## src/rtl/dcpn_pkg.sv

```systemverilog
package dcpn_pkg;

	localparam int PACKET_BYTES   = 16;
	localparam int RESPONSE_BYTES = 16;

	localparam int PKT_AW = $clog2(PACKET_BYTES);
	// count must also hold the overlong mark PACKET_BYTES + 1
	localparam int PKT_CW = $clog2(PACKET_BYTES + 2);
	localparam int RSP_AW = $clog2(RESPONSE_BYTES);
	localparam int RSP_CW = $clog2(RESPONSE_BYTES + 1);

	localparam logic [PKT_CW-1:0] PKT_FULL = PKT_CW'(PACKET_BYTES);
	localparam logic [PKT_CW-1:0] PKT_OVER = PKT_CW'(PACKET_BYTES + 1);
	localparam logic [RSP_CW-1:0] RSP_FULL = RSP_CW'(RESPONSE_BYTES);

	// packet lengths, header and footer included
	localparam logic [PKT_CW-1:0] LEN_MIN     = PKT_CW'(3);
	localparam logic [PKT_CW-1:0] LEN_NO_ARG  = PKT_CW'(3);
	localparam logic [PKT_CW-1:0] LEN_ONE_ARG = PKT_CW'(4);
	localparam logic [PKT_CW-1:0] LEN_TWO_ARG = PKT_CW'(5);
	localparam logic [PKT_CW-1:0] RSP_LEN_PLAIN = PKT_CW'(5);
	localparam logic [PKT_CW-1:0] RSP_LEN_ECHO  = PKT_CW'(7);

	// positions inside a stored packet
	localparam logic [PKT_CW-1:0] POS_HDR  = PKT_CW'(0);
	localparam logic [PKT_CW-1:0] POS_CMD  = PKT_CW'(1);
	localparam logic [PKT_CW-1:0] POS_ARG1 = PKT_CW'(2);
	localparam logic [PKT_CW-1:0] POS_ARG2 = PKT_CW'(3);

	// positions inside a response
	localparam logic [PKT_CW-1:0] RSP_POS_HDR    = PKT_CW'(0);
	localparam logic [PKT_CW-1:0] RSP_POS_STATUS = PKT_CW'(1);
	localparam logic [PKT_CW-1:0] RSP_POS_ADDR   = PKT_CW'(2);
	localparam logic [PKT_CW-1:0] RSP_POS_CMD    = PKT_CW'(3);
	localparam logic [PKT_CW-1:0] RSP_POS_ECHO1  = PKT_CW'(4);

	localparam logic [7:0] BCAST_HDR = 8'h80;
	localparam logic [7:0] RSP_HDR   = 8'hBF;
	localparam logic [7:0] RSP_FTR   = 8'hCF;
	localparam logic [7:0] ST_OK     = 8'hFE;
	localparam logic [7:0] ST_FAIL   = 8'hFF;

	localparam logic [7:0] CMD_STOP      = 8'h01;
	localparam logic [7:0] CMD_READDR    = 8'h02;
	localparam logic [7:0] CMD_POUR      = 8'h40;
	localparam logic [7:0] CMD_POUR_PWM  = 8'h41;
	localparam logic [7:0] CMD_REV_TIME  = 8'h42;
	localparam logic [7:0] CMD_REV_PWM   = 8'h43;
	localparam logic [7:0] CMD_LIGHT_OFF = 8'h44;

	localparam logic [2:0] ACT_STOP      = 3'd0;
	localparam logic [2:0] ACT_POUR_PWM  = 3'd1;
	localparam logic [2:0] ACT_REV_PWM   = 3'd2;
	localparam logic [2:0] ACT_REV_TIME  = 3'd3;
	localparam logic [2:0] ACT_POUR      = 3'd4;
	localparam logic [2:0] ACT_LIGHT_OFF = 3'd5;
	localparam logic [2:0] ACT_LIGHT_ON  = 3'd6;
	localparam logic [2:0] ACT_READDR    = 3'd7;

	localparam logic KIND_TX  = 1'b0;
	localparam logic KIND_ACT = 1'b1;

	typedef struct packed {
		logic       kind;
		logic [7:0] tx_byte;
		logic [2:0] action;
		logic [6:0] arg_first;
		logic [6:0] arg_second;
		logic       last;
	} result_t;

endpackage

```

## src/rtl/dcpn_ifs.sv

```systemverilog
interface dcpn_rx_if;
	logic       valid;
	logic       ready;
	logic [7:0] rx_byte;

	modport source (output valid, output rx_byte, input ready);
	modport sink (input valid, input rx_byte, output ready);
endinterface

interface dcpn_tx_if;
	logic       valid;
	logic       ready;
	logic       kind;
	logic [7:0] tx_byte;
	logic [2:0] action;
	logic [6:0] arg_first;
	logic [6:0] arg_second;
	logic       last;

	modport source (output valid, output kind, output tx_byte, output action,
		output arg_first, output arg_second, output last, input ready);
	modport sink (input valid, input kind, input tx_byte, input action,
		input arg_first, input arg_second, input last, output ready);
endinterface

```

## src/rtl/dcpn_byte_ram.sv

```systemverilog
module dcpn_byte_ram #(
	parameter int DEPTH = 16
) (
	input  logic                     clk,
	input  logic                     we,
	input  logic [$clog2(DEPTH)-1:0] waddr,
	input  logic [7:0]               wdata,
	input  logic [$clog2(DEPTH)-1:0] raddr,
	output logic [7:0]               rdata
);

	logic [7:0] mem [DEPTH];

	always_ff @(posedge clk) begin
		if (we) begin
			mem[waddr] <= wdata;
		end
		rdata <= mem[raddr];
	end

endmodule

```

## src/rtl/dcpn_out_reg.sv

```systemverilog
module dcpn_out_reg (
	input  logic              clk,
	input  logic              arst_n,
	input  logic              emit,
	input  dcpn_pkg::result_t res,
	output logic              out_free,
	dcpn_tx_if.source         tx
);

	logic              valid_q;
	dcpn_pkg::result_t data_q;

	assign out_free = !valid_q || tx.ready;

	always_ff @(posedge clk or negedge arst_n) begin
		if (!arst_n) begin
			valid_q <= 1'b0;
		end else if (emit) begin
			valid_q <= 1'b1;
		end else if (tx.ready) begin
			valid_q <= 1'b0;
		end
	end

	always_ff @(posedge clk) begin
		if (emit) begin
			data_q <= res;
		end
	end

	assign tx.valid      = valid_q;
	assign tx.kind       = data_q.kind;
	assign tx.tx_byte    = data_q.tx_byte;
	assign tx.action     = data_q.action;
	assign tx.arg_first  = data_q.arg_first;
	assign tx.arg_second = data_q.arg_second;
	assign tx.last       = data_q.last;

endmodule

```

## src/rtl/dcpn_ctrl.sv

```systemverilog
module dcpn_ctrl (
	input  logic                          clk,
	input  logic                          arst_n,
	dcpn_rx_if.sink                       rx,
	input  logic                          out_free,
	output logic                          emit,
	output dcpn_pkg::result_t             res,
	output logic                          pkt_we,
	output logic [dcpn_pkg::PKT_AW-1:0]   pkt_waddr,
	output logic [7:0]                    pkt_wdata,
	output logic [dcpn_pkg::PKT_AW-1:0]   pkt_raddr,
	input  logic [7:0]                    pkt_rdata,
	output logic                          held_we,
	output logic [dcpn_pkg::RSP_AW-1:0]   held_waddr,
	output logic [7:0]                    held_wdata,
	output logic [dcpn_pkg::RSP_AW-1:0]   held_raddr,
	input  logic [7:0]                    held_rdata
);

	localparam logic [2:0] S_IDLE    = 3'd0;
	localparam logic [2:0] S_PASS    = 3'd1;
	localparam logic [2:0] S_PROC    = 3'd2;
	localparam logic [2:0] S_HOLD_RD = 3'd3;
	localparam logic [2:0] S_HOLD_WR = 3'd4;
	localparam logic [2:0] S_REL_RD  = 3'd5;
	localparam logic [2:0] S_REL_OUT = 3'd6;

	typedef struct packed {
		logic       ok;
		logic       bcast;
		logic       echo;
		logic       readdr;
		logic       act_emit;
		logic [2:0] action;
		logic [6:0] a1;
		logic [6:0] a2;
	} dec_t;

	function automatic dec_t decode(input logic [7:0] cmd, input logic [7:0] hdr,
		input logic [7:0] arg1, input logic [7:0] arg2,
		input logic [dcpn_pkg::PKT_CW-1:0] cnt);
		dec_t d;
		logic over;
		logic unknown;
		d = '0;
		unknown = 1'b0;
		over = cnt > dcpn_pkg::PKT_FULL;
		d.bcast = (hdr == dcpn_pkg::BCAST_HDR) && !over;
		if (!over) begin
			unique case (cmd)
				dcpn_pkg::CMD_STOP: begin
					d.ok = cnt == dcpn_pkg::LEN_NO_ARG;
					d.action = dcpn_pkg::ACT_STOP;
				end
				dcpn_pkg::CMD_POUR_PWM: begin
					d.ok = cnt == dcpn_pkg::LEN_ONE_ARG;
					d.action = dcpn_pkg::ACT_POUR_PWM;
					d.a1 = arg1[6:0];
				end
				dcpn_pkg::CMD_REV_PWM: begin
					d.ok = cnt == dcpn_pkg::LEN_ONE_ARG;
					d.action = dcpn_pkg::ACT_REV_PWM;
					d.a1 = arg1[6:0];
				end
				dcpn_pkg::CMD_REV_TIME: begin
					d.ok = cnt == dcpn_pkg::LEN_TWO_ARG;
					d.action = dcpn_pkg::ACT_REV_TIME;
					d.a1 = arg1[6:0];
					d.a2 = arg2[6:0];
				end
				dcpn_pkg::CMD_POUR: begin
					d.ok = cnt == dcpn_pkg::LEN_TWO_ARG;
					d.action = dcpn_pkg::ACT_POUR;
					d.a1 = arg1[6:0];
					d.a2 = arg2[6:0];
					d.echo = d.ok;
				end
				dcpn_pkg::CMD_LIGHT_OFF: begin
					d.ok = cnt == dcpn_pkg::LEN_NO_ARG;
					d.action = dcpn_pkg::ACT_LIGHT_OFF;
				end
				dcpn_pkg::CMD_READDR: begin
					d.ok = cnt == dcpn_pkg::LEN_ONE_ARG;
					d.action = dcpn_pkg::ACT_READDR;
					d.a1 = arg1[6:0];
					d.readdr = d.ok;
				end
				default: begin
					// unknown command: light on, always answered
					unknown = 1'b1;
					d.bcast = 1'b0;
					d.action = dcpn_pkg::ACT_LIGHT_ON;
				end
			endcase
		end
		d.act_emit = unknown || d.ok;
		return d;
	endfunction

	logic [2:0]                    state_q, state_d;
	logic                          receiving_q, receiving_d;
	logic [dcpn_pkg::PKT_CW-1:0]   cnt_q, cnt_d;
	logic [6:0]                    node_q, node_d;
	logic                          po_q, po_d;
	logic [dcpn_pkg::RSP_CW-1:0]   held_q, held_d;
	logic [dcpn_pkg::RSP_CW-1:0]   ridx_q, ridx_d;

	logic [7:0]                    byte_q, byte_d;
	logic [7:0]                    hdr_q, hdr_d;
	logic [7:0]                    cmd_q, cmd_d;
	logic [7:0]                    arg1_q, arg1_d;
	logic [7:0]                    arg2_q, arg2_d;
	logic                          ok_q, ok_d;
	logic                          bcast_q, bcast_d;
	logic                          readdr_q, readdr_d;
	logic [dcpn_pkg::PKT_CW-1:0]   hidx_q, hidx_d;
	logic [dcpn_pkg::PKT_CW-1:0]   hlen_q, hlen_d;

	logic                          store_en;
	logic                          store_first;
	logic [dcpn_pkg::PKT_CW-1:0]   sidx;
	logic                          hdr_match;
	logic                          rel_now;
	logic [7:0]                    hold_byte;
	dec_t                          dec;

	assign rx.ready  = state_q == S_IDLE;
	assign hdr_match = ({1'b0, rx.rx_byte[5:0]} == node_q) || (rx.rx_byte[5:0] == 6'd0);
	assign rel_now   = !po_q && (held_q != '0);
	assign dec       = decode(cmd_q, hdr_q, arg1_q, arg2_q, cnt_q);
	assign pkt_raddr  = hidx_q[dcpn_pkg::PKT_AW-1:0];
	assign held_raddr = ridx_q[dcpn_pkg::RSP_AW-1:0];
	assign sidx = store_first ? dcpn_pkg::POS_HDR : cnt_q;

	// next byte for the held queue: forwarded packet or built response
	always_comb begin
		if (bcast_q) begin
			if (hidx_q == dcpn_pkg::POS_ARG1 && readdr_q) begin
				hold_byte = {1'b0, node_q + 7'd1};
			end else begin
				hold_byte = pkt_rdata;
			end
		end else if (hidx_q == hlen_q - dcpn_pkg::PKT_CW'(1)) begin
			hold_byte = dcpn_pkg::RSP_FTR;
		end else begin
			unique case (hidx_q)
				dcpn_pkg::RSP_POS_HDR:    hold_byte = dcpn_pkg::RSP_HDR;
				dcpn_pkg::RSP_POS_STATUS: hold_byte = ok_q ? dcpn_pkg::ST_OK : dcpn_pkg::ST_FAIL;
				dcpn_pkg::RSP_POS_ADDR:   hold_byte = {1'b0, node_q};
				dcpn_pkg::RSP_POS_CMD:    hold_byte = cmd_q;
				dcpn_pkg::RSP_POS_ECHO1:  hold_byte = arg1_q;
				default:                  hold_byte = arg2_q;
			endcase
		end
	end

	always_comb begin
		state_d     = state_q;
		receiving_d = receiving_q;
		cnt_d       = cnt_q;
		node_d      = node_q;
		po_d        = po_q;
		held_d      = held_q;
		ridx_d      = ridx_q;
		byte_d      = byte_q;
		hdr_d       = hdr_q;
		cmd_d       = cmd_q;
		arg1_d      = arg1_q;
		arg2_d      = arg2_q;
		ok_d        = ok_q;
		bcast_d     = bcast_q;
		readdr_d    = readdr_q;
		hidx_d      = hidx_q;
		hlen_d      = hlen_q;
		store_en    = 1'b0;
		store_first = 1'b0;
		emit        = 1'b0;
		res         = '0;
		pkt_we      = 1'b0;
		pkt_waddr   = sidx[dcpn_pkg::PKT_AW-1:0];
		pkt_wdata   = rx.rx_byte;
		held_we     = 1'b0;
		held_waddr  = held_q[dcpn_pkg::RSP_AW-1:0];
		held_wdata  = hold_byte;

		unique case (state_q)
			S_IDLE: begin
				if (rx.valid) begin
					byte_d = rx.rx_byte;
					if (rx.rx_byte[7]) begin
						if (rx.rx_byte[6]) begin
							if (receiving_q) begin
								store_en    = 1'b1;
								receiving_d = 1'b0;
								state_d     = S_PROC;
							end else begin
								po_d    = 1'b0;
								state_d = S_PASS;
							end
						end else if (hdr_match) begin
							// restart the packet at its header
							store_en    = 1'b1;
							store_first = 1'b1;
							receiving_d = 1'b1;
						end else begin
							po_d    = 1'b1;
							state_d = S_PASS;
						end
					end else if (receiving_q) begin
						store_en = 1'b1;
					end else begin
						state_d = S_PASS;
					end
					if (state_d == S_IDLE && !po_d && held_q != '0) begin
						state_d = S_REL_RD;
					end
				end
			end
			S_PASS: begin
				if (out_free) begin
					emit        = 1'b1;
					res.kind    = dcpn_pkg::KIND_TX;
					res.tx_byte = byte_q;
					res.last    = !rel_now;
					state_d     = rel_now ? S_REL_RD : S_IDLE;
				end
			end
			S_PROC: begin
				if (cnt_q < dcpn_pkg::LEN_MIN) begin
					state_d = rel_now ? S_REL_RD : S_IDLE;
				end else if (!dec.act_emit || out_free) begin
					emit           = dec.act_emit;
					res.kind       = dcpn_pkg::KIND_ACT;
					res.action     = dec.action;
					res.arg_first  = dec.a1;
					res.arg_second = dec.a2;
					// queue is never empty after this, so release follows unless held back
					res.last       = po_q;
					ok_d     = dec.ok;
					bcast_d  = dec.bcast;
					readdr_d = dec.readdr;
					if (dec.readdr) begin
						node_d = dec.a1;
					end
					hidx_d = '0;
					if (dec.bcast) begin
						hlen_d = cnt_q;
					end else begin
						hlen_d = dec.echo ? dcpn_pkg::RSP_LEN_ECHO : dcpn_pkg::RSP_LEN_PLAIN;
					end
					state_d = S_HOLD_RD;
				end
			end
			S_HOLD_RD: begin
				state_d = S_HOLD_WR;
			end
			S_HOLD_WR: begin
				// drop bytes once the queue is full
				if (held_q < dcpn_pkg::RSP_FULL) begin
					held_we = 1'b1;
					held_d  = held_q + dcpn_pkg::RSP_CW'(1);
				end
				hidx_d = hidx_q + dcpn_pkg::PKT_CW'(1);
				if (hidx_q == hlen_q - dcpn_pkg::PKT_CW'(1)) begin
					state_d = (!po_q && held_d != '0) ? S_REL_RD : S_IDLE;
				end else begin
					state_d = S_HOLD_RD;
				end
			end
			S_REL_RD: begin
				state_d = S_REL_OUT;
			end
			S_REL_OUT: begin
				if (out_free) begin
					emit        = 1'b1;
					res.kind    = dcpn_pkg::KIND_TX;
					res.tx_byte = held_rdata;
					res.last    = ridx_q == held_q - dcpn_pkg::RSP_CW'(1);
					if (res.last) begin
						held_d  = '0;
						ridx_d  = '0;
						state_d = S_IDLE;
					end else begin
						ridx_d  = ridx_q + dcpn_pkg::RSP_CW'(1);
						state_d = S_REL_RD;
					end
				end
			end
			default: begin
				state_d = S_IDLE;
			end
		endcase

		if (store_en) begin
			if (sidx < dcpn_pkg::PKT_FULL) begin
				pkt_we = 1'b1;
				cnt_d  = sidx + dcpn_pkg::PKT_CW'(1);
				unique case (sidx)
					dcpn_pkg::POS_HDR:  hdr_d  = rx.rx_byte;
					dcpn_pkg::POS_CMD:  cmd_d  = rx.rx_byte;
					dcpn_pkg::POS_ARG1: arg1_d = rx.rx_byte;
					dcpn_pkg::POS_ARG2: arg2_d = rx.rx_byte;
					default: ;
				endcase
			end else begin
				cnt_d = dcpn_pkg::PKT_OVER;
			end
		end
	end

	always_ff @(posedge clk or negedge arst_n) begin
		if (!arst_n) begin
			state_q     <= S_IDLE;
			receiving_q <= 1'b0;
			cnt_q       <= '0;
			node_q      <= '0;
			po_q        <= 1'b0;
			held_q      <= '0;
			ridx_q      <= '0;
		end else begin
			state_q     <= state_d;
			receiving_q <= receiving_d;
			cnt_q       <= cnt_d;
			node_q      <= node_d;
			po_q        <= po_d;
			held_q      <= held_d;
			ridx_q      <= ridx_d;
		end
	end

	always_ff @(posedge clk) begin
		byte_q   <= byte_d;
		hdr_q    <= hdr_d;
		cmd_q    <= cmd_d;
		arg1_q   <= arg1_d;
		arg2_q   <= arg2_d;
		ok_q     <= ok_d;
		bcast_q  <= bcast_d;
		readdr_q <= readdr_d;
		hidx_q   <= hidx_d;
		hlen_q   <= hlen_d;
	end

`ifndef SYNTH
	a_emit_free: assert property (@(posedge clk) disable iff (!arst_n)
		emit |-> out_free)
		else $error("result emitted while output register is busy");

	a_held_bound: assert property (@(posedge clk) disable iff (!arst_n)
		held_q <= dcpn_pkg::RSP_FULL)
		else $error("held queue count out of range");

	a_cnt_bound: assert property (@(posedge clk) disable iff (!arst_n)
		cnt_q <= dcpn_pkg::PKT_OVER)
		else $error("packet byte count out of range");

	a_no_stale: assert property (@(posedge clk) disable iff (!arst_n)
		rx.ready |-> (po_q || held_q == '0))
		else $error("idle with releasable bytes still held");

	a_release_clears: assert property (@(posedge clk) disable iff (!arst_n)
		(state_q == S_REL_OUT && emit && res.last) |=> (held_q == '0 && state_q == S_IDLE))
		else $error("held queue not cleared after release");
`endif

endmodule

```

## src/rtl/daisy_chain_packet_node.sv

```systemverilog
// Channel | Dir | Payload                                              | Beat when
// rx      | in  | rx_byte[7:0]                                         | valid && ready
// tx      | out | kind, tx_byte, action, arg_first, arg_second, last   | valid && ready
//
// One sequencer moves one byte per step through the packet store, the held queue and a
// single output register. A stored byte is written in the idle step, a passed-through byte
// is sent from a pass step; a footer that closes a stored packet runs a process step, a read
// and a write step per queued byte, then a read and an output step per released byte, the
// read steps set by the registered read of each store. Reset clears control state at once;
// the stores need no clearing pass. rx.ready is high only in the idle step, so it is low from
// a beat that leaves idle until the sequencer returns; a stalled tx holds it in its emitting step.
module daisy_chain_packet_node (
	input  logic      clk,
	input  logic      arst_n,
	dcpn_rx_if.sink   rx,
	dcpn_tx_if.source tx
);

	logic                          emit;
	logic                          out_free;
	dcpn_pkg::result_t             res;
	logic                          pkt_we;
	logic [dcpn_pkg::PKT_AW-1:0]   pkt_waddr;
	logic [7:0]                    pkt_wdata;
	logic [dcpn_pkg::PKT_AW-1:0]   pkt_raddr;
	logic [7:0]                    pkt_rdata;
	logic                          held_we;
	logic [dcpn_pkg::RSP_AW-1:0]   held_waddr;
	logic [7:0]                    held_wdata;
	logic [dcpn_pkg::RSP_AW-1:0]   held_raddr;
	logic [7:0]                    held_rdata;

	dcpn_ctrl u_ctrl (
		.clk        (clk),
		.arst_n     (arst_n),
		.rx         (rx),
		.out_free   (out_free),
		.emit       (emit),
		.res        (res),
		.pkt_we     (pkt_we),
		.pkt_waddr  (pkt_waddr),
		.pkt_wdata  (pkt_wdata),
		.pkt_raddr  (pkt_raddr),
		.pkt_rdata  (pkt_rdata),
		.held_we    (held_we),
		.held_waddr (held_waddr),
		.held_wdata (held_wdata),
		.held_raddr (held_raddr),
		.held_rdata (held_rdata)
	);

	dcpn_byte_ram #(
		.DEPTH (dcpn_pkg::PACKET_BYTES)
	) u_pkt_ram (
		.clk   (clk),
		.we    (pkt_we),
		.waddr (pkt_waddr),
		.wdata (pkt_wdata),
		.raddr (pkt_raddr),
		.rdata (pkt_rdata)
	);

	dcpn_byte_ram #(
		.DEPTH (dcpn_pkg::RESPONSE_BYTES)
	) u_held_ram (
		.clk   (clk),
		.we    (held_we),
		.waddr (held_waddr),
		.wdata (held_wdata),
		.raddr (held_raddr),
		.rdata (held_rdata)
	);

	dcpn_out_reg u_out_reg (
		.clk      (clk),
		.arst_n   (arst_n),
		.emit     (emit),
		.res      (res),
		.out_free (out_free),
		.tx       (tx)
	);

endmodule
```

## src/flat_wrapper.sv

```systemverilog
// flat-port wrapper written by rule: the top's interface ports become plain ports
module daisy_chain_packet_node_flat 
  (clk, arst_n, rx_valid, rx_rx_byte, rx_ready, tx_valid, tx_kind, tx_tx_byte, tx_action, tx_arg_first, tx_arg_second, tx_last, tx_ready);
  dcpn_rx_if rx_i ();
  dcpn_tx_if tx_i ();
  input  logic clk;
  input  logic arst_n;
  input wire logic [$bits(rx_i.valid)-1:0] rx_valid;
  input wire logic [$bits(rx_i.rx_byte)-1:0] rx_rx_byte;
  output wire logic [$bits(rx_i.ready)-1:0] rx_ready;
  output wire logic [$bits(tx_i.valid)-1:0] tx_valid;
  output wire logic [$bits(tx_i.kind)-1:0] tx_kind;
  output wire logic [$bits(tx_i.tx_byte)-1:0] tx_tx_byte;
  output wire logic [$bits(tx_i.action)-1:0] tx_action;
  output wire logic [$bits(tx_i.arg_first)-1:0] tx_arg_first;
  output wire logic [$bits(tx_i.arg_second)-1:0] tx_arg_second;
  output wire logic [$bits(tx_i.last)-1:0] tx_last;
  input wire logic [$bits(tx_i.ready)-1:0] tx_ready;
  assign rx_i.valid = rx_valid;
  assign rx_i.rx_byte = rx_rx_byte;
  assign rx_ready = rx_i.ready;
  assign tx_valid = tx_i.valid;
  assign tx_kind = tx_i.kind;
  assign tx_tx_byte = tx_i.tx_byte;
  assign tx_action = tx_i.action;
  assign tx_arg_first = tx_i.arg_first;
  assign tx_arg_second = tx_i.arg_second;
  assign tx_last = tx_i.last;
  assign tx_i.ready = tx_ready;
  daisy_chain_packet_node u_core (.clk(clk), .arst_n(arst_n), .rx(rx_i), .tx(tx_i));
endmodule
```

## config.mk

```make
export PLATFORM = sky130hd
export DESIGN_NAME = daisy_chain_packet_node_flat
export DESIGN_NICKNAME = d
export VERILOG_FILES = /design/src/rtl/dcpn_pkg.sv /design/src/rtl/dcpn_ifs.sv /design/src/rtl/dcpn_byte_ram.sv /design/src/rtl/dcpn_out_reg.sv /design/src/rtl/dcpn_ctrl.sv /design/src/rtl/daisy_chain_packet_node.sv /design/src/flat_wrapper.sv
export SDC_FILE = /design/constraint.sdc
export NUM_CORES = 1
export LEC_CHECK = 0
export BUFFER_PORTS_ARGS = -buffer_cell sky130_fd_sc_hd__buf_4
export CELL_PAD_IN_SITES_DETAIL_PLACEMENT = 0
export CELL_PAD_IN_SITES_GLOBAL_PLACEMENT = 1
export CORE_MARGIN = 4
export CORE_UTILIZATION = 48
export CTS_BUF_LIST = sky130_fd_sc_hd__clkbuf_16
export DETAILED_ROUTE_END_ITERATION = 8
export PLACE_DENSITY_LB_ADDON = 0.1
export SKIP_LAST_GASP = 1
export SYNTH_ARGS = -nofsm -noshare
export SYNTH_HDL_FRONTEND = slang
export SYNTH_HIERARCHICAL = 1
export SYNTH_SLANG_ARGS = --single-unit
```

## constraint.sdc

```tcl
create_clock -name clk -period 3.1 [get_ports clk]
set_input_delay 0.93 -clock clk [delete_from_list [all_inputs] [get_ports clk]]
set_output_delay 0.93 -clock clk [all_outputs]
set_load 0.005 [all_outputs]
```

---- Word level (Yosys, flattened, before mapping) ----
Memory sizes are Yosys's and may differ from the RTL's. A register that Yosys moved wholly into a read port is not among the register bits.
Cells that the tools add are included.
operators by class
  $add $sub $neg .......................... 7
  $lt $le $gt $ge ......................... 4
  equality and inequality tests ........... 34
  muxes and demuxes ....................... 90
  bitwise operators ....................... 4
  reductions and logical operators ........ 48
operator list
  kind                                                                    number
  5-bit two-way mux                                                       10
  3-bit two-way mux                                                       16
  1-bit two-way mux                                                       43
  3-bit case mux with 7 select lines                                      2
  8-bit by 7-bit equality test with 1-bit output (second input constant)  5
  8-bit two-way mux                                                       5
  8-bit case mux with 5 select lines                                      1
  5-bit by 2-bit equality test with 1-bit output (second input constant)  5
  3-bit AND reduction                                                     7
  5-bit by 1-bit adder with 5-bit output (second input constant)          4
  5-bit case mux with 2 select lines                                      2
  8-bit case mux with 2 select lines                                      1
  5-bit by 3-bit equality test with 1-bit output (second input constant)  3
  14-bit two-way mux                                                      1
  7-bit two-way mux                                                       2
  2-bit inequality test (second input constant)                           6
  4-bit AND reduction                                                     3
  5-bit by 1-bit equality test with 1-bit output (second input constant)  2
  5-bit equality test                                                     2
  5-bit zero test                                                         2
  5-bit less-than comparator (second input constant)                      2
  5-bit nonzero test                                                      2
  5-bit OR reduction                                                      2
  5-bit by 1-bit subtractor with 5-bit output (second input constant)     2
  other kinds (27)                                                        57
storage, ports and cells
  register bits after elaboration ......... 108
  bits in writable memories ............... 256
  input bits .............................. 12
  output and inout bits ................... 29
  memories ................................ 2
memory list
  memory                 depth  bits a word  rd ports  clocked after Yosys merged registers in  write ports  RTL line             text
  u_core.u_held_ram.mem  16     8            1         1                                        1            dcpn_byte_ram.sv:12  logic [7:0] mem [DEPTH];
  u_core.u_pkt_ram.mem   16     8            1         1                                        1            dcpn_byte_ram.sv:12

---- Longest topological paths before layout ----
Gate-level depths: netlist (run 1).
  depth in word-level cells ............... 13
  depth in mapped cells ................... 10

---- By module ----
The synthesis (run 1) kept the hierarchy.
by module, submodules not included
  module         times used  cells an instance  area an instance (sq um)  seq. area each (sq um)
  dcpn_byte_ram  2           229                5147.4                    4003.8
  dcpn_ctrl      1           523                5118.7                    2267.2
  dcpn_out_reg   1           30                 858.3                     835.8

---- Worst setup path after synthesis (run 1) ----
Ideal clock, no wire load.
  path kind ............................... input -> register
  start ................................... input rx_rx_byte[2]
  end ..................................... memory u_core.u_pkt_ram.mem[0][0] (enable)
  setup time .............................. 0.383 ns
  data arrival time ....................... 3.552 ns
  data required time ...................... 2.717 ns
  slack ................................... -0.836 ns
  cell stages on the path ................. 7
  path buffers ............................ 0
  cells stage by stage .................... or4_1 nor3_1 a21oi_1 or3_1 a21oi_1 or3b_2 nor3_1
between the ends
  longest elaborated chain between the ends .. 13
  elaborated cells between the ends (all ways) .. 18
  those cells by class .................... 1 x order compare; 1 x eq/ne; 14 x mux; 2 x reduce/logical
RTL lines
  item                                                                               RTL line                       text
  from (decl)                                                                        flat_wrapper.sv:9              input wire logic [$bits(rx_i.rx_byte)-1:0] rx_rx_byte;
  6-bit by 7-bit equality test with 1-bit output or 6-bit zero test (tied branches)  dcpn_ctrl.sv:128               assign hdr_match = ({1'b0, rx.rx_byte[5:0]} == node_q) || (rx.rx_byte[5:0] == 6'd0);
  1-bit logical OR (*)                                                               dcpn_ctrl.sv:128
  1-bit two-way mux (*)                                                              dcpn_ctrl.sv:200               end else if (hdr_match) begin
  1-bit two-way mux                                                                  dcpn_ctrl.sv:191               if (rx.rx_byte[6]) begin
  1-bit two-way mux                                                                  dcpn_ctrl.sv:190               if (rx.rx_byte[7]) begin
  1-bit two-way mux                                                                  dcpn_ctrl.sv:188               if (rx.valid) begin
  1-bit two-way mux                                                                  dcpn_ctrl.sv:186               unique case (state_q)
  5-bit two-way mux                                                                  dcpn_ctrl.sv:133               assign sidx = store_first ? dcpn_pkg::POS_HDR : cnt_q;
  5-bit less-than comparator                                                         dcpn_ctrl.sv:295               if (sidx < dcpn_pkg::PKT_FULL) begin
  1-bit two-way mux                                                                  dcpn_ctrl.sv:295
  1-bit two-way mux (*)                                                              dcpn_ctrl.sv:294               if (store_en) begin
  via u_core.pkt_we                                                                  daisy_chain_packet_node.sv:22  logic pkt_we;
  1-bit two-way mux (*)                                                              dcpn_byte_ram.sv:15            if (we) begin
  1-bit two-way mux (implied by the code) (*)                                        dcpn_byte_ram.sv:16            mem[waddr] <= wdata;
  to (decl)                                                                          dcpn_byte_ram.sv:12
Mark *: on every way through the listed nets, which the timed path passes. The rest lies on a longest branch.

---- Worst setup path after layout (run 1) ----
Same ends and word-level chain as after synthesis.

==> results of run 1 <==
worst max-delay path: stages:
cell     delay [ns]
buf_4          0.12
or4_4          0.54
nor3_4         0.22
a21oi_2        0.08
or3_4          0.37
a21oi_4        0.17
or3b_4         0.46
nor3_4         0.21
buf_12         0.15
flip-flops by register name, indices dropped and copies added (netlist names), 8 cells and up:
name,cells
u_core/u_out_reg/tx.tx_byte,8
u_core/u_ctrl/hdr_q,8
u_core/u_held_ram/rdata,8
u_core/u_ctrl/arg1_q,8
u_core/u_pkt_ram/mem,128
u_core/u_ctrl/arg2_q,8
u_core/u_ctrl/cmd_q,8
u_core/u_held_ram/mem,128
u_core/u_pkt_ram/rdata,8
u_core/u_ctrl/byte_q,8
report_power, final:
part / internal (W) / leakage (nW) / switching (W) / total [W]
sequential: 0.00631 / 3.52 / 0.000325 / 0.00663
clock: 0.00320 / 0.720 / 0.00189 / 0.00508
combinational: 0.00150 / 2.50 / 0.00204 / 0.00354
total: 0.0110 / 6.74 / 0.00425 / 0.0153
kinds of logic (layout without fill, tap and decap cells):
kind of cell               after synthesis  after routing  share of synthesized area, %
muxes                                   73             73                          10.1
xor gates and xnor gates                28             28                          1.51
and+or+nand+nor                        264            264                          8.24
adders and majority gates               14             14                          1.08
DFF                                    380            380                          68.3
buffers and inverters                   91            249                          3.63
AOI/OAI and AO/OA                      161            161                          7.14
through the flow:
step                      total power (W)  area (µm²)  std cells  setup WS [ns]
after floorplan                   0.00897       16400       1011         -0.281
after global placement             0.0103       17800       1544         -0.393
after detailed placement           0.0103       17800       1544         -0.451
after CTS                          0.0154       19200       1617          0.106
after global routing               0.0160       19300       1617       -0.00791
final                              0.0153       19300       1617         0.0999
metal layers:
| layer | vias up | track usage [%] | routed length, µm |
|---|---|---|---|
| met5 | - | 0 | 0 |
| met1 | 4738 | 31.8 | 17400 |
| met4 | 0 | 6.14 | 1030 |
| li1 | 4251 | - | - |
| met2 | 320 | 33.8 | 18300 |
| met3 | 69 | 3.62 | 2450 |
cells in the final DEF, fill, tap and decap left out, types with 22 or more instances in the layout:
master | Yosys | layout
a21oi_1 | 30 | 28
a22oi_1 | 36 | 36
buf_4 | 25 | 141
clkbuf_16 | 0 | 42
dfrtp_1 | 28 | 27
edfxtp_1 | 336 | 336
inv_1 | 19 | 28
mux4_1 | 28 | 28
mux4_2 | 36 | 36
nand2_1 | 55 | 55
nand3_1 | 27 | 27
nor2_1 | 82 | 70
o21ai_0 | 22 | 22
final cells by class:
| class | instances | share of cell area (%) |
|---|---|---|
| Clock buffer | 42 | 5.45 |
| Clock inverter | 31 | 1.95 |
| Inverter | 19 | 0.370 |
| Multi-Input combinational cell | 540 | 24.5 |
| Sequential cell | 380 | 57.7 |
| Tap cell | 448 | 2.91 |
| Timing Repair Buffer | 157 | 7.11 |
worst max-delay path by stage:
stage          depth (start not counted)  slack (ns)                              endpoint
6_report                               9         0.1  u_core/u_pkt_ram/mem[0][0]$_DFFE_PP_
2_1_floorplan                          7       -0.28  u_core/u_pkt_ram/mem[0][0]$_DFFE_PP_
5_1_grt                               11      -0.008  u_core/u_pkt_ram/mem[8][6]$_DFFE_PP_
4_1_cts                                9        0.11  u_core/u_pkt_ram/mem[0][0]$_DFFE_PP_
3_3_place_gp                           9       -0.39  u_core/u_pkt_ram/mem[0][6]$_DFFE_PP_
3_5_place_dp                           9       -0.45  u_core/u_pkt_ram/mem[0][4]$_DFFE_PP_
what timing repair did:
action,4_1_cts,5_1_grt
hold buffers,0,0
buffers inserted,0,0
resized for setup,0,4
endpoints found under the setup margin,0,18
==> summary.txt, run 1 <==
Status
  • Status: complete, no violations

Synth
  • Sequential area share after synthesis: between 60% and 70%
  • Yosys warns: 6
  • Synth Instances: 1,011
  • Most frequent cell after synthesis: edfxtp_1
  • Post-synth ARST share: ~7.4%
  • Library cells used by synthesis: 82
  • Ys flop type: edfxtp_1
  • Synthesized flop and latch total: 380
  • Proportion of netlist area held by the largest area contributor: roughly 62%
  • Commonest cells post-synth: edfxtp_1 (336), nor2_1 (82), nand2_1 (55)
  • Post-synthesis net count: ~1.0k
  • Synth area leader: edfxtp_1
  • Synth area leaders: edfxtp_1 (62%), mux4_2 (5.0%), mux4_1 (4.5%)
  • Synthesized cell area: 16,300 µm²
  • EDFF count, synth: roughly 340
  • Mean Syn Cell Area: around 16 µm²

Timing
  • WHS: about 0.34 ns
  • Worst-Margin Slew: between 0.7 and 0.8 ns
  • Post-layout minimum cycle time: ~3 ns
  • Setup tns final: 0 ns
  • Max-slew violations: 0
  • Final setup fails: 0
  • Worst clock skew: between 0.01 and 0.015 ns
  • Endpoints failing hold: 0
  • Worst slew margin: a little under half
  • F_max: around 330 MHz
  • Crit share post-route: a little over nine tenths

Critical path
  • Crit end category: flop
  • Worst-path fanout max: 8
  • WP data required: ~3.3 ns
  • CP arrival: between 3 and 4 ns
  • CP Launch Point: rx_rx_byte[2]
  • R2R setup slack: roughly 0.22 ns
  • R2R cell count: 7
  • Crit path kind: in -> reg
  • Startpoint types: input port
  • FF-to-FF End: u_core/u_pkt_ram/mem[0][0]$_DFFE_PP_
  • Reg2reg start: u_core/u_ctrl/state_q[1]$_DFFE_PN0P_

Placement
  • DPL Wire Length: ~27 mm
  • Port Buffer Count: 40
  • Final Wtd Congestion: ~0.9

Clocking
  • Max Root-Sink Buffers: 3
  • Worst-Skew Late Latency: about 0.53 ns
  • Root Buffer: clkbuf_16
  • Inserted Clock Buffers: 40
  • Reg clk slew, reported paths: 0.06 ns
  • H-tree levels: 2
  • Clk sinks: between 300 and 400
  • CTS tree: yes

Final layout
  • Fillers: roughly 2.6k
  • Antenna diodes: 0
  • Final core occ: 57.6%
  • Net count, final: approximately 1.2k
  • Area grow syn2layout: 18.4%
  • Multi-input logic area: 4730 µm²
  • Layout cells sized above 1: 25.8%
  • Sequential cell area: 11,100 µm²

Detailed routing
  • Via/cell ratio: approximately 5.8
  • Detailed Route Iter0 Violations: between 800 and 900
  • Via count of the routed design: approximately 9.4k
  • WL per Instance: between 20 and 25 µm
  • Final WL: ~39 mm
  • DRC: 0
  • DR pass1 iterations: 5
  • Post-DRT Antenna Nets: 0

Pwr
  • Peak supply drop: ~0.66 mV
  • PwrDens: about 790 nW/µm²
  • Leakage: ~6.7 nW

Job
  • Max Cap Viol: 0

Global routing
  • Remaining Overflow, GRT: 0
  • First-pass GRT wire length: about 59 mm
  • Largest net degree at the start of global routing: 33
  • Initial antenna violation count: 0
  • Vias in the first global route: 9,298
  • Total GRT Usage: a little over a fifth

Floorplanning
  • Die Width: 192 µm
  • Die area: ~37,000 µm²
  • Chip height: between 150 and 200 µm
  • Initial Util: about half
  • I/O Pins: slightly above 40
  • Core area: about 33,000 µm²
  • Row count: 67

Min path
  • Min-delay worst type: in -> async
(Power assumes the default switching activity.)
==> inputs of run 2 (changes only) <==
Settings changed: ABC_AREA set to 1, CORE_UTILIZATION 48 to 45.
==> run 2 against run 1 <==
Area after synthesis up 7.8%. Count of clock-buffer cells in the layout rose by 2. Critical path type is now reg -> reg. Register-to-register slack improved by 0.26 ns. Via count rose by 27%. Clock skew is 0.0095 ns higher. Largest cell class unchanged.
==> summary.txt, run 2 <==
Synth
  • Post-synthesis net count: between 1.5k and 2k
  • Library cells used by synthesis: 49
  • Synth Instances: ~1.8k
  • Mean Syn Cell Area: between 9 and 10 µm²
  • Proportion of netlist area held by the largest area contributor: 57.5%
  • Synth area leaders: edfxtp_1 (58%), nand2_1 (10%), nand3_1 (6.5%)
  • Post-synth ARST share: roughly 7.4%
  • Synthesized cell area: approximately 18,000 µm²
  • Ys flop type: edfxtp_1
  • Most frequent cell after synthesis: nand2_1
  • Sequential area share after synthesis: a little under two thirds
  • Commonest cells post-synth: nand2_1 (471), edfxtp_1 (336), inv_1 (293)
  • Synthesized flop and latch total: 380
  • Yosys warns: 6
  • EDFF count, synth: roughly 340
  • Synth area leader: edfxtp_1

Detailed routing
  • Via count of the routed design: about 12k
  • DR pass1 iterations: 5
  • Final WL: about 44 mm
  • WL per Instance: between 15 and 20 µm
  • Post-DRT Antenna Nets: 0
  • Detailed Route Iter0 Violations: 955
  • DRC: 0
  • Via/cell ratio: roughly 5

Final layout
  • Antenna diodes: 0
  • Leading cell type in the layout, fill and taps excluded: nand2_1
  • Final instance area: 19,900 µm²
  • Layout cells sized above 1: 11.8%
  • Most frequent cells in the layout: nand2_1 (471), edfxtp_1 (336), inv_1 (308)
  • Area grow syn2layout: 13.3%
  • Biggest regs: u_core/u_held_ram/mem (128), u_core/u_pkt_ram/mem (128)
  • Net count, final: between 1.5k and 2k

Critical path
  • Critical path's most frequent cell: nand2_1
  • Crit end category: flop
  • WP data required: 3.38 ns
  • CP arrival: between 2 and 3 ns
  • Worst-path fanout max: 8
  • Crit path kind: reg -> reg
  • Crit-path slowest cell: dfrtp_1
  • Startpoint types: flop
  • CP Cell Sequence: inv_1 -> nand2_1 -> nand3_1 -> nor2_1 -> nand2_1 -> nand2_2 -> nand4_2 -> nand2_1 -> inv_1 -> inv_1 -> nand2_1 -> nor2_1 -> buf_4
  • Slowest cell delay on critical path: between 0.5 and 0.6 ns

Pwr
  • Sw Share: roughly a third
  • Clock power share: 29.4%
  • Pwr Total: ~0.017 W
  • PwrDens: between 800 and 900 nW/µm²
  • Peak supply drop: about 0.45 mV
  • Sequential Power Share: between 40 and 50%
  • Power Internal: 0.0108 W
  • Switch Pwr: about 0.0059 W
  • Gate power share: between 30% and 40%
  • Leakage: 8.60 nW

Global routing
  • Routing usage on met2: a little over a third
  • Vias in the first global route: 11.4k
  • Top Usage Layer GRT: met2
  • Largest net degree at the start of global routing: 66
  • First-pass GRT wire length: a little under 70 mm
  • Total GRT Usage: about a fifth
  • GR Layer Usage met3: under 10%
  • Met1 usage in global routing: approximately 29%
  • Initial antenna violation count: 2
  • Remaining Overflow, GRT: 0

Floorplanning
  • I/O Pins: 41
  • Core area: slightly below 40,000 µm²
  • Initial Util: 45.5%
  • Die Width: between 200 and 250 µm
  • Die area: 42,200 µm²
  • Chip height: ~210 µm
  • Row count: approximately 70

Placement
  • DPL Wire Length: just under 30 mm
  • Placement Cell Area: between 15,000 and 20,000 µm²
  • Final Wtd Congestion: 0.880
  • Port Buffer Count: 40

Timing
  • Setup tns final: 0 ns
  • Unrepaired setup endpoints after global routing: no
  • Final setup fails: 0
  • Max-slew violations: 0
  • Post-layout minimum cycle time: around 2.6 ns
  • Worst-Margin Slew: just under 0.8 ns
  • Crit share post-route: 84.4%
  • Endpoints failing hold: 0
  • Worst slew margin: 48.4%
  • Worst clock skew: ~0.024 ns
  • F_max: 382 MHz

Clocking
  • Worst-Skew Late Latency: between 0.5 and 0.6 ns
  • Post-CTS Hold Buffers: 0
  • Clk sinks: 380
  • Resize count post-CTS: 0
  • CTS tree: yes
  • Max Root-Sink Buffers: 3
  • Reg clk slew, reported paths: 0.06 ns
  • Post CTS Setup Buffer Count: 0
  • Inserted Clock Buffers: between 40 and 50
  • H-tree levels: 2
  • Root Buffer: clkbuf_16

Min path
  • Min-delay worst type: in -> async

Status
  • Status: complete, no violations

Job
  • Max Cap Viol: 0
-- run 2: cell count changes after synthesis, moves of 28 or more --
cell,delta
a22oi_1,-35
inv_1,+274
mux4_1,-28
mux4_2,-36
nand2_1,+416
nand3_1,+201
-- run 2: power by group through the flow --
stage	Combinational (W)	Sequential (W)	Clock, W
2_1_floorplan	0.00342	0.00675	0
3_3_place_gp	0.00507	0.00685	0
3_5_place_dp	0.00507	0.00685	0
4_1_cts	0.00509	0.00675	0.00503
5_1_grt	0.00562	0.00680	0.00525
6_report	0.00504	0.00674	0.00490
-- run 2: kinds of logic after synthesis --
kind of cell / count (synthesis) / synth area share [%]
buf+inv: 381 / 9.70
compound gates: 91 / 3.32
xor+xnor: 23 / 1.15
fa+ha+maj: 14 / 0.999
flops: 380 / 63.4
simple gates: 869 / 21.5
-- run 2: layer usage --
layer / part of all wire [%] / routed length (µm) / vias up
li1: - / - / 5904
met1: 44 / 19400 / 5633
met2: 49 / 21600 / 294
met3: 4.7 / 2060 / 71
met4: 2.6 / 1150 / 0
met5: 0 / 0 / -
-- run 2: area by class of cell --
class,instances,area [µm²]
Multi-Input combinational cell,997,4730
Sequential cell,380,11100
Tap cell,518,648
Clock buffer,44,1100
Inverter,304,1140
Timing Repair Buffer,114,868
Clock inverter,33,269
Fill cell,3550,18700
-- run 2: metrics by stage --
step	cells	util, %	hold WS, ns	setup WS (ns)
floorplan	1758	-	0.491	0.0494
global placement	2313	48.0	0.512	0.115
detailed placement	2313	48.0	0.514	0.0760
CTS	2390	51.5	0.295	0.484
global route	2390	51.5	0.326	0.283
finish	2390	51.5	0.310	0.483
-- run 2: final timing paths --
check | depth (start not counted) | slack [ns] | endpoint | start
max in group asynchronous | 1 | 2.45 | u_core/u_ctrl/ridx_q[0]$_DFFE_PN0P_ | arst_n
worst max-delay path | 13 | 0.48 | u_core/u_pkt_ram/mem[12][5]$_DFFE_PP_ | u_core/u_ctrl/node_q[0]$_DFFE_PN0P_
worst min-delay path | 1 | 0.31 | u_core/u_out_reg/tx.valid$_DFFE_PN0P_ | arst_n
min in group clk | 1 | 0.53 | u_core/u_out_reg/tx.tx_byte[2]$_DFFE_PP_ | u_core/u_held_ram/rdata[2]$_DFF_P_
worst max register to register | 13 | 0.48 | u_core/u_pkt_ram/mem[12][5]$_DFFE_PP_ | u_core/u_ctrl/node_q[0]$_DFFE_PN0P_
worst min register to register | 1 | 0.53 | u_core/u_out_reg/tx.tx_byte[2]$_DFFE_PP_ | u_core/u_held_ram/rdata[2]$_DFF_P_
-- run 2: worst max-delay path, delay by kind of cell (launching register included) --
kind,cells,cell delay (ns)
buf+inv,4,0.55
flops,1,0.56
simple gates,9,1.21
==> inputs of run 3 (changes only) <==
Clock period 3.1 ns to 2.23 ns, I/O delays scaled along.
==> run 3 against run 2 <==
The flow now finishes with violations (setup timing). Largest cell class unchanged. Count of clock-buffer cells in the layout increased by 4. Largest power group unchanged. Maximum frequency increased by 16%. Non-clock buffer count increased by 110. Worst setup slack got worse by 0.51 ns. Highest routed layer unchanged. Die area unchanged.
==> summary.txt, run 3 (same netlist as run 2, synthesis figures left out) <==
Status
  • Status: finished, violations left
  • Failing checks: setup timing

Floorplanning
  • Die Width: slightly above 200 µm
  • Chip height: 205 µm
  • Die area: approximately 42,000 µm²
  • Row count: ~70
  • Core area: roughly 39,000 µm²
  • I/O Pins: 41
  • Initial Util: 45.5%

Detailed routing
  • DRC: 0
  • Via/cell ratio: just under 5
  • Detailed Route Iter0 Violations: around 910
  • Final WL: approximately 45 mm
  • DR pass1 iterations: 5
  • Post-DRT Antenna Nets: 0
  • Via count of the routed design: between 10k and 15k
  • WL per Instance: 18.2 µm

Critical path
  • Reg2reg start: u_core/u_ctrl/node_q[1]$_DFFE_PN0P_
  • Startpoint types: flop
  • R2R cell count: 17
  • Worst path bufs/invs: 6
  • Critical path's most frequent cell: nand2_4
  • Worst-path fanout max: 5
  • FF-to-FF End: u_core/u_pkt_ram/mem[7][7]$_DFFE_PP_
  • Cell family with most CP delay: simple AND/OR/NAND/NOR gates
  • WP data required: 2.50 ns
  • Crit end category: flop
  • Crit path kind: reg -> reg
  • R2R setup slack: -0.03 ns
  • CP Cell Sequence: buf_4 -> nand2_1 -> nand3_2 -> nor2_1 -> nand2_1 -> nand2_2 -> buf_6 -> nand2_4 -> nand2_4 -> nand2_4 -> inv_4 -> nand2_4 -> inv_6 -> nand3b_1 -> buf_6 -> nor2_2 -> buf_6
  • CP arrival: approximately 2.5 ns
  • Crit-path slowest cell: dfrtp_1
  • Slowest cell delay on critical path: 0.41 ns

Global routing
  • Remaining Overflow, GRT: 0
  • Total GRT Usage: between 20% and 30%
  • First-pass GRT wire length: ~70 mm
  • Vias in the first global route: 12.0k
  • Largest net degree at the start of global routing: between 60 and 70
  • Initial antenna violation count: 2

Clocking
  • H-tree levels: 2
  • CTS tree: yes
  • Post-CTS Hold Buffers: 0
  • Max Root-Sink Buffers: 3
  • Clk sinks: 380
  • Worst-Skew Late Latency: roughly 0.56 ns
  • Inserted Clock Buffers: 42
  • Root Buffer: clkbuf_16
  • Reg clk slew, reported paths: 0.06 ns

Timing
  • Worst setup margin: -0.0273 ns
  • Endpoints failing hold: 0
  • Worst slew margin: a little over half
  • Max-slew violations: 0
  • Final setup fails: 46
  • Post-layout minimum cycle time: around 2.3 ns
  • Unrepaired setup endpoints after global routing: yes
  • F_max: between 400 and 500 MHz
  • Worst clock skew: between 0.015 and 0.02 ns
  • Setup tns final: -0.376 ns
  • Crit share post-route: 101%
  • Worst-Margin Slew: 0.709 ns

Final layout
  • Leading cell type in the layout, fill and taps excluded: nand2_1
  • Net count, final: between 1.5k and 2k
  • Antenna diodes: 0
  • Most frequent cells in the layout: nand2_1 (455), edfxtp_1 (336), inv_1 (295)
  • Biggest regs: u_core/u_held_ram/mem (128), u_core/u_pkt_ram/mem (128)
  • Area grow syn2layout: 21.7%
  • Final core occ: between 50% and 60%
  • Fillers: 3,516
  • Layout cells sized above 1: between 10% and 20%

Pwr
  • Peak supply drop: approximately 0.84 mV
  • Pwr Total: approximately 0.025 W
  • Leakage: 9.26 nW
  • PwrDens: 1160 nW/µm²

Placement
  • Port Buffer Count: 40
  • Final Wtd Congestion: around 0.84
  • DPL Wire Length: slightly above 30 mm

Job
  • Max Cap Viol: 0

Min path
  • Min-delay worst type: in -> async
-- run 3: changes by cell type in the layout (fill, tap and decap cells not counted), moves of 11 or more --
cell / before / now
nor2_4: 1 / 14
buf_6: 0 / 11
nor2_1: 107 / 83
inv_1: 308 / 295
buf_4: 113 / 192
buf_12: 1 / 17
nor2_2: 5 / 16
nand2_1: 471 / 455
-- run 3: through the flow --
step                area [µm²]  std cells  hold slack [ns]  setup slack [ns]
floorplan                17700       1758            0.373            -0.158
CTS                      21100       2488           0.0381           -0.0148
global placement         19500       2404            0.516            -0.510
finish                   21300       2497           0.0482           -0.0273
detailed placement       19500       2404            0.512            -0.537
global route             21300       2497           0.0577            -0.185
-- run 3: worst max path at each step --
stage	start	endpoint	depth (start not counted)
3_5_place_dp	rx_rx_byte[3]	u_core/u_pkt_ram/mem[1][0]$_DFFE_PP_	11
6_report	u_core/u_ctrl/node_q[1]$_DFFE_PN0P_	u_core/u_pkt_ram/mem[7][7]$_DFFE_PP_	17
5_1_grt	u_core/u_ctrl/node_q[5]$_DFFE_PN0P_	u_core/u_pkt_ram/mem[7][7]$_DFFE_PP_	17
3_3_place_gp	rx_rx_byte[2]	u_core/u_ctrl/hdr_q[5]$_DFFE_PP_	15
4_1_cts	u_core/u_ctrl/node_q[1]$_DFFE_PN0P_	u_core/u_pkt_ram/mem[8][6]$_DFFE_PP_	16
2_1_floorplan	rx_rx_byte[3]	u_core/u_pkt_ram/mem[5][0]$_DFFE_PP_	16
-- run 3: cell type report --
type / instances / area [µm²] / area share, %
clock inverters: 26 / 211 / 0.991
flip-flops and latches: 380 / 11100 / 52.1
repair buffers: 224 / 1990 / 9.31
well taps: 518 / 648 / 3.04
inverters: 304 / 1160 / 5.44
multi-input cells: 997 / 5020 / 23.5
clock buffers: 48 / 1200 / 5.63
-- run 3: timing repair --
action / CTS / global route
gates cloned: 1 / 3
endpoints found under the setup margin: 288 / 365
pin swaps: 18 / 17
setup buffers: 9 / 6
gates resized for setup: 36 / 30
-- run 3: power by group --
part | total, W | switching (W) | internal [W]
Combinational | 0.00850 | 0.00539 | 0.00311
Sequential | 0.00929 | 0.000389 | 0.00890
Clock | 0.00703 | 0.00274 | 0.00429
Total | 0.0248 | 0.00852 | 0.0163
-- run 3: layer usage --
metal | routed length [µm] | up-vias | GRT usage [%]
li1 | - | 6111 | -
met1 | 20600 | 5784 | 30.1
met2 | 21800 | 285 | 36.5
met3 | 2120 | 65 | 3.28
met4 | 974 | 0 | 5.48
met5 | 0 | - | 0
